## config.mk

```make
export PLATFORM = sky130hd
export DESIGN_NAME = bounded_sequence_store_unit
export DESIGN_NICKNAME = d
export VERILOG_FILES = /design/src/design/bss_pkg.sv /design/src/design/bounded_sequence_store_unit.sv /design/src/design/bss_mem.sv /design/src/design/bss_ctrl.sv
export SDC_FILE = /design/constraint.sdc
export NUM_CORES = 2
export LEC_CHECK = 0
export BUFFER_PORTS_ARGS = -buffer_cell sky130_fd_sc_hd__buf_2
export CAP_MARGIN = 0
export CORE_ASPECT_RATIO = 1.75
export CORE_MARGIN = 2
export CORE_UTILIZATION = 45
export CTS_BUF_LIST = sky130_fd_sc_hd__clkbuf_16
export CTS_CLUSTER_DIAMETER = 100
export CTS_CLUSTER_SIZE = 30
export DETAILED_ROUTE_END_ITERATION = 6
export GPL_ROUTABILITY_DRIVEN = 0
export PLACE_DENSITY = 0.58
export REMOVE_ABC_BUFFERS = 1
export SYNTH_ARGS = -nofsm -noshare
export SYNTH_HDL_FRONTEND = slang
export SYNTH_HIERARCHICAL = 1
export SYNTH_SLANG_ARGS = --single-unit
```

## constraint.sdc

```tcl
create_clock -name clk -period 6.5 [get_ports clk]
set_input_delay 0.975 -clock clk [delete_from_list [all_inputs] [get_ports clk]]
set_output_delay 0.975 -clock clk [all_outputs]
set_load 0.03 [all_outputs]
```

## src/design/bss_pkg.sv

```systemverilog
// Shared types, codes and defaults for the bounded sequence store.
// No dependencies; imported by every module of the block.
package bss_pkg;

	localparam int BSS_DEPTH = 64;   // default entry count of the store
	localparam int DATA_W    = 32;

	// Request kinds
	localparam logic [2:0] ACT_APPEND   = 3'd0;
	localparam logic [2:0] ACT_PREPEND  = 3'd1;
	localparam logic [2:0] ACT_INSERT   = 3'd2;
	localparam logic [2:0] ACT_SEARCH   = 3'd3;
	localparam logic [2:0] ACT_RM_FRONT = 3'd4;
	localparam logic [2:0] ACT_RM_BACK  = 3'd5;

	// Result status
	localparam logic [2:0] ST_OK       = 3'd0;
	localparam logic [2:0] ST_BADPOS   = 3'd1;
	localparam logic [2:0] ST_EMPTY    = 3'd2;
	localparam logic [2:0] ST_FULL     = 3'd3;
	localparam logic [2:0] ST_NOTFOUND = 3'd4;

	typedef struct packed {
		logic signed [DATA_W-1:0] value;
		logic [6:0]               position;
		logic [2:0]               action;
	} req_t;

	typedef struct packed {
		logic [6:0]               entry_count;
		logic [5:0]               found_position;
		logic signed [DATA_W-1:0] removed_value;
		logic [2:0]               status;
	} res_t;

endpackage

```

## src/design/bounded_sequence_store_unit.sv

```systemverilog
// Top level of the bounded sequence store: stream ports, result register.
// Depends on bss_pkg, bss_ctrl and bss_mem.
//
// Keeps an ordered list of up to DEPTH signed 32-bit values in one
// single-port-read memory. Each request on the slave stream does one
// operation (append, prepend, insert at position, search, remove front,
// remove back) and yields exactly one result on the master stream with a
// status, the removed value, the found position and the entry count after
// the request. Failures (bad position, empty, full, not found) change
// nothing. The memory is walked one entry per cycle with registered read
// data: append, an insert or prepend at the count, errors and unused codes
// need no walk, remove back reads only the last entry, insert at p below
// the count shifts entries p to count - 1 up by one and then fills the gap,
// remove front shifts the rest down, and search stops at the first match.
// A new request is taken while the previous result still waits in the
// output register. No clearing pass is needed after reset: entries are
// only read below the count.
module bounded_sequence_store_unit import bss_pkg::*; #(
	parameter int DEPTH = BSS_DEPTH
) (
	input  logic        clk,
	input  logic        arst_n,
	input  logic        s_tvalid,
	output logic        s_tready,
	input  logic [47:0] s_tdata,   // action[2:0], position[9:3], value[41:10]
	output logic        m_tvalid,
	input  logic        m_tready,
	output logic [47:0] m_tdata    // status[2:0], removed_value[34:3],
	                               // found_position[40:35], entry_count[47:41]
);

	localparam int AW = (DEPTH > 1) ? $clog2(DEPTH) : 1;

	req_t              req;
	res_t              res;
	res_t              out_q;
	logic              out_vld_q;
	logic              res_valid;
	logic              res_ready;

	logic              mem_we;
	logic [AW-1:0]     mem_waddr;
	logic [DATA_W-1:0] mem_wdata;
	logic              mem_re;
	logic [AW-1:0]     mem_raddr;
	logic [DATA_W-1:0] mem_rdata;

	// unpack request
	assign req.action   = s_tdata[2:0];
	assign req.position = s_tdata[9:3];
	assign req.value    = s_tdata[41:10];

	bss_ctrl #(
		.DEPTH(DEPTH)
	) u_ctrl (
		.clk      (clk),
		.arst_n   (arst_n),
		.req_valid(s_tvalid),
		.req_ready(s_tready),
		.req      (req),
		.res_valid(res_valid),
		.res_ready(res_ready),
		.res      (res),
		.mem_we   (mem_we),
		.mem_waddr(mem_waddr),
		.mem_wdata(mem_wdata),
		.mem_re   (mem_re),
		.mem_raddr(mem_raddr),
		.mem_rdata(mem_rdata)
	);

	bss_mem #(
		.DEPTH(DEPTH)
	) u_mem (
		.clk  (clk),
		.we   (mem_we),
		.waddr(mem_waddr),
		.wdata(mem_wdata),
		.re   (mem_re),
		.raddr(mem_raddr),
		.rdata(mem_rdata)
	);

	// result register: loads when empty or being drained this cycle
	assign res_ready = !out_vld_q || m_tready;

	always_ff @(posedge clk or negedge arst_n) begin
		if (!arst_n) begin
			out_vld_q <= 1'b0;
		end else if (res_ready) begin
			out_vld_q <= res_valid;
		end
	end

	always_ff @(posedge clk) begin
		if (res_ready && res_valid) begin
			out_q <= res;
		end
	end

	assign m_tvalid = out_vld_q;
	assign m_tdata  = {out_q.entry_count, out_q.found_position,
	                   out_q.removed_value, out_q.status};

endmodule

```

## src/design/bss_mem.sv

```systemverilog
// Entry memory of the bounded sequence store: one write port, one read port,
// registered read data. Depends on bss_pkg.
module bss_mem import bss_pkg::*; #(
	parameter int DEPTH = BSS_DEPTH
) (
	input  logic                                     clk,
	input  logic                                     we,
	input  logic [((DEPTH > 1) ? $clog2(DEPTH) : 1)-1:0] waddr,
	input  logic [DATA_W-1:0]                        wdata,
	input  logic                                     re,
	input  logic [((DEPTH > 1) ? $clog2(DEPTH) : 1)-1:0] raddr,
	output logic [DATA_W-1:0]                        rdata
);

	logic [DATA_W-1:0] mem [DEPTH];

	always_ff @(posedge clk) begin
		if (we) begin
			mem[waddr] <= wdata;
		end
	end

	always_ff @(posedge clk) begin
		if (re) begin
			rdata <= mem[raddr];
		end
	end

endmodule

```

## src/design/bss_ctrl.sv

```systemverilog
// Request sequencer: decodes a request, walks the entry memory one entry
// per cycle (shift up, shift down, search) and builds the result.
// Depends on bss_pkg; drives the ports of bss_mem.
module bss_ctrl import bss_pkg::*; #(
	parameter int DEPTH = BSS_DEPTH
) (
	input  logic                                     clk,
	input  logic                                     arst_n,
	input  logic                                     req_valid,
	output logic                                     req_ready,
	input  req_t                                     req,
	output logic                                     res_valid,
	input  logic                                     res_ready,
	output res_t                                     res,
	output logic                                     mem_we,
	output logic [((DEPTH > 1) ? $clog2(DEPTH) : 1)-1:0] mem_waddr,
	output logic [DATA_W-1:0]                        mem_wdata,
	output logic                                     mem_re,
	output logic [((DEPTH > 1) ? $clog2(DEPTH) : 1)-1:0] mem_raddr,
	input  logic [DATA_W-1:0]                        mem_rdata
);

	localparam int AW   = (DEPTH > 1) ? $clog2(DEPTH) : 1;
	localparam int CW   = $clog2(DEPTH + 1);
	localparam int CMPW = (CW > 7) ? CW : 7;
	localparam int FW   = (AW > 6) ? AW : 6;

	localparam logic [2:0] S_IDLE = 3'd0;
	localparam logic [2:0] S_INS  = 3'd1;   // shift tail up by one
	localparam logic [2:0] S_FILL = 3'd2;   // write new value into the gap
	localparam logic [2:0] S_SRCH = 3'd3;
	localparam logic [2:0] S_RMF  = 3'd4;   // take front, shift rest down
	localparam logic [2:0] S_RMB  = 3'd5;
	localparam logic [2:0] S_DONE = 3'd6;

	logic [2:0]        state_q, state_d;
	logic [CW-1:0]     cnt_q, cnt_d;
	logic [AW-1:0]     idx_q, idx_d;
	logic [AW-1:0]     pos_q, pos_d;
	logic [DATA_W-1:0] val_q, val_d;
	logic [2:0]        status_q, status_d;
	logic [DATA_W-1:0] removed_q, removed_d;
	logic [5:0]        found_q, found_d;

	logic [CMPW-1:0] tgt;
	logic [CMPW-1:0] cnt_w;
	logic [CMPW-1:0] cnt_x;
	logic [FW-1:0]   idx_x;
	logic            last;
	logic            empty;
	logic            full;

	assign cnt_w = CMPW'(cnt_q);
	assign empty = (cnt_q == '0);
	assign full  = (cnt_q == CW'(DEPTH));
	assign last  = (CW'(idx_q) == (cnt_q - CW'(1)));
	assign idx_x = FW'(idx_q);

	always_comb begin
		case (req.action) inside
			ACT_APPEND: tgt = cnt_w;
			ACT_PREPEND: tgt = '0;
			default: tgt = CMPW'(req.position);
		endcase
	end

	always_comb begin
		state_d   = state_q;
		cnt_d     = cnt_q;
		idx_d     = idx_q;
		pos_d     = pos_q;
		val_d     = val_q;
		status_d  = status_q;
		removed_d = removed_q;
		found_d   = found_q;
		mem_we    = 1'b0;
		mem_waddr = idx_q;
		mem_wdata = mem_rdata;
		mem_re    = 1'b0;
		mem_raddr = idx_q;

		unique case (state_q)
			S_IDLE: begin
				if (req_valid) begin
					pos_d     = tgt[AW-1:0];
					val_d     = req.value;
					status_d  = ST_OK;
					removed_d = '0;
					found_d   = '0;
					state_d   = S_DONE;
					case (req.action) inside
						ACT_APPEND, ACT_PREPEND, ACT_INSERT: begin
							if (tgt > cnt_w) begin
								status_d = ST_BADPOS;
							end else if (full) begin
								status_d = ST_FULL;
							end else if (tgt == cnt_w) begin
								// nothing to move: write at the tail directly
								mem_we    = 1'b1;
								mem_waddr = tgt[AW-1:0];
								mem_wdata = req.value;
								cnt_d     = cnt_q + CW'(1);
							end else begin
								mem_re    = 1'b1;
								mem_raddr = AW'(cnt_q - CW'(1));
								idx_d     = AW'(cnt_q - CW'(1));
								state_d   = S_INS;
							end
						end
						ACT_SEARCH: begin
							if (empty) begin
								status_d = ST_NOTFOUND;
							end else begin
								mem_re    = 1'b1;
								mem_raddr = '0;
								idx_d     = '0;
								state_d   = S_SRCH;
							end
						end
						ACT_RM_FRONT: begin
							if (empty) begin
								status_d = ST_EMPTY;
							end else begin
								mem_re    = 1'b1;
								mem_raddr = '0;
								idx_d     = '0;
								state_d   = S_RMF;
							end
						end
						ACT_RM_BACK: begin
							if (empty) begin
								status_d = ST_EMPTY;
							end else begin
								mem_re    = 1'b1;
								mem_raddr = AW'(cnt_q - CW'(1));
								state_d   = S_RMB;
							end
						end
						default: begin
							// unused codes: no operation, status ok
						end
					endcase
				end
			end
			S_INS: begin
				// rdata holds entry idx; it moves to idx+1
				mem_we    = 1'b1;
				mem_waddr = idx_q + AW'(1);
				mem_wdata = mem_rdata;
				if (idx_q == pos_q) begin
					state_d = S_FILL;
				end else begin
					mem_re    = 1'b1;
					mem_raddr = idx_q - AW'(1);
					idx_d     = idx_q - AW'(1);
				end
			end
			S_FILL: begin
				mem_we    = 1'b1;
				mem_waddr = pos_q;
				mem_wdata = val_q;
				cnt_d     = cnt_q + CW'(1);
				state_d   = S_DONE;
			end
			S_SRCH: begin
				if (mem_rdata == val_q) begin
					found_d = idx_x[5:0];
					state_d = S_DONE;
				end else if (last) begin
					status_d = ST_NOTFOUND;
					state_d  = S_DONE;
				end else begin
					mem_re    = 1'b1;
					mem_raddr = idx_q + AW'(1);
					idx_d     = idx_q + AW'(1);
				end
			end
			S_RMF: begin
				if (idx_q == '0) begin
					removed_d = mem_rdata;
				end else begin
					mem_we    = 1'b1;
					mem_waddr = idx_q - AW'(1);
					mem_wdata = mem_rdata;
				end
				if (last) begin
					cnt_d   = cnt_q - CW'(1);
					state_d = S_DONE;
				end else begin
					mem_re    = 1'b1;
					mem_raddr = idx_q + AW'(1);
					idx_d     = idx_q + AW'(1);
				end
			end
			S_RMB: begin
				removed_d = mem_rdata;
				cnt_d     = cnt_q - CW'(1);
				state_d   = S_DONE;
			end
			S_DONE: begin
				if (res_ready) begin
					state_d = S_IDLE;
				end
			end
			default: begin
				state_d = S_IDLE;
			end
		endcase
	end

	always_ff @(posedge clk or negedge arst_n) begin
		if (!arst_n) begin
			state_q <= S_IDLE;
			cnt_q   <= '0;
		end else begin
			state_q <= state_d;
			cnt_q   <= cnt_d;
		end
	end

	always_ff @(posedge clk) begin
		idx_q     <= idx_d;
		pos_q     <= pos_d;
		val_q     <= val_d;
		status_q  <= status_d;
		removed_q <= removed_d;
		found_q   <= found_d;
	end

	assign req_ready = (state_q == S_IDLE);
	assign res_valid = (state_q == S_DONE);
	assign cnt_x     = CMPW'(cnt_q);

	always_comb begin
		res.status         = status_q;
		res.removed_value  = removed_q;
		res.found_position = found_q;
		res.entry_count    = cnt_x[6:0];
	end

endmodule
```

==> summary.txt <==
Synth
  – Ys flop type: edfxtp_1
  – Synth top area share: 0.759
  – Netlist Area Pre-Place: 87,500 um^2
  – Syn Inst Count: 4,273
  – Synthesis-stage register bit count: 2,224
  – Post-synth EDFFs: 2,213
  – Avg Cell Area, Syn: 20.5 um^2
  – Share of async-settable or async-resettable flops after synthesis: 0.00495
  – Synthesis Warnings: 6
  – Post-synth cell types: 78
  – Register area share after synthesis: 0.763
  – Top cell type by total area after synthesis: edfxtp_1
  – Ranking of synthesized cells by area: edfxtp_1 (76%), mux4_2 (11%), mux2i_1 (2.2%), a22oi_1 (1.6%), nor2_1 (0.57%)

Layout
  – Area grow syn2layout: 10.2%
  – Most common cell after layout, fill and taps aside: edfxtp_1
  – Share of layout cells above drive strength 1: 0.237
  – Most frequent cells in the layout: edfxtp_1 (2,213), mux4_2 (446), buf_4 (209), a22oi_1 (191), mux2i_1 (190)
  – Nets@finish: 4,562
  – Finished Core Util: 0.498

Drt
  – Via-to-Cell Ratio: 6.13
  – Wire per inst: 32.5 um
  – DR vias: 43,659
  – DRT iter0 DRCs: 4,252
  – Pre-antenna DRT Iters: 6
  – Antenna-violating nets left: 0
  – WL final: 231,000 um
  – DRC Markers: 0

Worst setup path
  – Crit Path Category: register to register
  – CP arrival: 6.58 ns
  – Buf/Inv on CP: 3
  – Worst-path maximum fanout: 34
  – Setup crit start kind: register
  – Crit-path cells: xnor2_1 -> nand4_1 -> nor4_1 -> nand2_1 -> a311oi_4 -> or2_1 -> a211o_4 -> buf_12 -> buf_12 -> mux4_2 -> mux2i_1 -> mux2i_1 -> a21oi_1 -> buf_4 -> a311oi_1
  – Critical Path RT: 6.95 ns
  – Crit path max-delay family: compound AO/OA/AOI/OAI gates
  – Critical path's largest stage delay: 0.98 ns
  – Critical path's slowest cell: xnor2_1
  – Crit. End Element: register

STA
  – Final min period: 6.12 ns
  – Normalized max-slew margin: 0.188
  – Tcrit/Tclk final: 0.942
  – Post-route setup slack: 0.376 ns
  – Max Transition Viols Final: 0
  – Unrepaired setup endpoints after global routing: no
  – Setup-failing EPs final: 0
  – F_max: 163 MHz
  – Final hold vios: 0
  – Layout Skew: 0.0298 ns
  – Slew @ Worst Pin: 1.21 ns

Place
  – DP HPWL: 143,000 um
  – Pre-CTS WS: 0.275 ns
  – IO Port Bufs: 95

Floorplan
  – Core ar.: 194,000 um^2
  – Top Ports: 102
  – Die X-Extent: 337 um
  – Die area: 198,000 um^2
  – Rows: 214
  – Starting Density: 0.452
  – Die Ht: 587 um

Clock tree
  – Clk Latency, worst-skew pair: 0.74 ns
  – Setup Buffers After CTS: 0
  – CTS Buffer Depth: 3
  – Root Buffer: clkbuf_16
  – Post-CTS Hold Buffers: 0
  – CTS resizes: 0
  – CTS Sinks: 2,224
  – TritonCTS buffer count: 84
  – H-tree depth: 3
  – Clock transition at path regs: 0.12 ns
  – CTS tree: done

Min path
  – HP Class: input port to async pin

GRT
  – Tot GR Track Use: 0.233
  – First-pass GRT wire length: 328,000 um
  – Largest net degree at the start of global routing: 65
  – Initial antenna violation count: 29
  – Vias in the first global route: 44,515
  – Grt ovf: 0

Status
  – Status: finished, final reports clean

Run
  – Max-cap viol count: 0
==> worst reg2reg max path: stages, from the launching register on <==
cell	delay, ns
edfxtp_1	0.47
xnor2_1	0.98
nand4_1	0.60
nor4_1	0.42
nand2_1	0.24
a311oi_4	0.60
or2_1	0.22
a211o_4	0.34
buf_12	0.28
buf_12	0.29
mux4_2	0.24
mux2i_1	0.11
mux2i_1	0.25
a21oi_1	0.12
buf_4	0.16
a311oi_1	0.52
==> registers in the layout, summed over array words and instances (netlist names) <==
name and cells:
m_tvalid 1, u_ctrl/val_q 32, u_mem/mem 2048, u_ctrl/removed_q 32, u_ctrl/pos_q 6, u_ctrl/cnt_q 7
u_ctrl/status_q 3, u_ctrl/found_q 6, u_ctrl/idx_q 6, u_ctrl/state_q 3, u_mem/rdata 32, m_tdata 48
==> final timing paths <==
| check | start | endpoint | slack, ns | cells past startpoint |
|---|---|---|---|---|
| min in group clk | u_ctrl/status_q[2] | m_tdata[2] | 0.41 | 0 |
| worst max-delay path | u_mem/rdata[6] | u_mem/rdata[0] | 0.38 | 15 |
| worst min-delay path | arst_n | u_ctrl/cnt_q[5] | 0.16 | 1 |
| worst min register to register | u_ctrl/status_q[2] | m_tdata[2] | 0.41 | 0 |
| worst max register to register | u_mem/rdata[6] | u_mem/rdata[0] | 0.38 | 15 |
| max in group asynchronous | arst_n | u_ctrl/state_q[1] | 6.00 | 1 |
==> logic make-up (layout without fill, tap and decap cells) <==
family	Yosys count	after routing	synth area share
AO/OA/AOI/OAI	615	615	0.0496
XOR/XNOR	61	61	0.00611
adder cells (fa/ha/maj)	11	11	0.00157
buffers and inverters	280	526	0.0180
flip-flops	2224	2224	0.763
multiplexers	637	637	0.137
other	0	12	0
AND/OR/NAND/NOR	445	445	0.0254
==> cells in the mapped netlist, drive strengths merged (4+ instances only) <==
library cell	instances
and3	45
a2111oi	4
and4	5
inv	20
a21o	5
o22a	20
a211o	10
a311o	13
edfxtp	2213
o21a	6
nand2	79
a22o	13
a311oi	7
o22ai	52
o31ai	12
o221ai	19
o21ai	100
nor4	5
or3	6
a31oi	29
a221oi	4
nor3	24
nor2b	19
or2	12
nand3b	8
and2	8
xnor2	57
clkbuf	120
mux2i	190
o211ai	18
a22oi	191
nand3	63
ha	11
nor2	133
a211oi	32
mux4	446
dfrtp	11
xor2	4
nand4	16
a21oi	58
nand2b	15
buf	137
==> per-layer routing <==
metal | GRT usage | wire length (um) | vias to the layer above
met3 | 0.0272 | 12100 | 392
li1 | - | - | 18222
met1 | 0.281 | 84700 | 23565
met5 | 0 | 80 | -
met2 | 0.423 | 125000 | 1468
met4 | 0.0904 | 9380 | 12
==> metrics by stage <==
| stage | cell area, um^2 | TNS (ns) | instances | hold WS [ns] |
|---|---|---|---|---|
| after floorplan | 86000 | -3249.76 | 4016 | 0.400 |
| after global placement | 94100 | 0 | 7005 | 0.404 |
| after detailed placement | 94100 | 0 | 7005 | 0.405 |
| after CTS | 96400 | 0 | 7111 | 0.0955 |
| after global routing | 96400 | 0 | 7121 | 0.142 |
| final | 96400 | 0 | 7123 | 0.163 |
==> area by class of cell <==
cell class	count	area, um^2
antenna	12	30.0
multi-input combinational	1769	20100
inverter	23	86.3
sequential	2224	66700
tap	2592	3240
clock inverter	19	128
fill	15535	97200
clock buffer	87	2180
timing repair buffer	397	3910
Power is not shown: default switching activity piles up to over one toggle a cycle in this logic, so the estimate is an artifact.
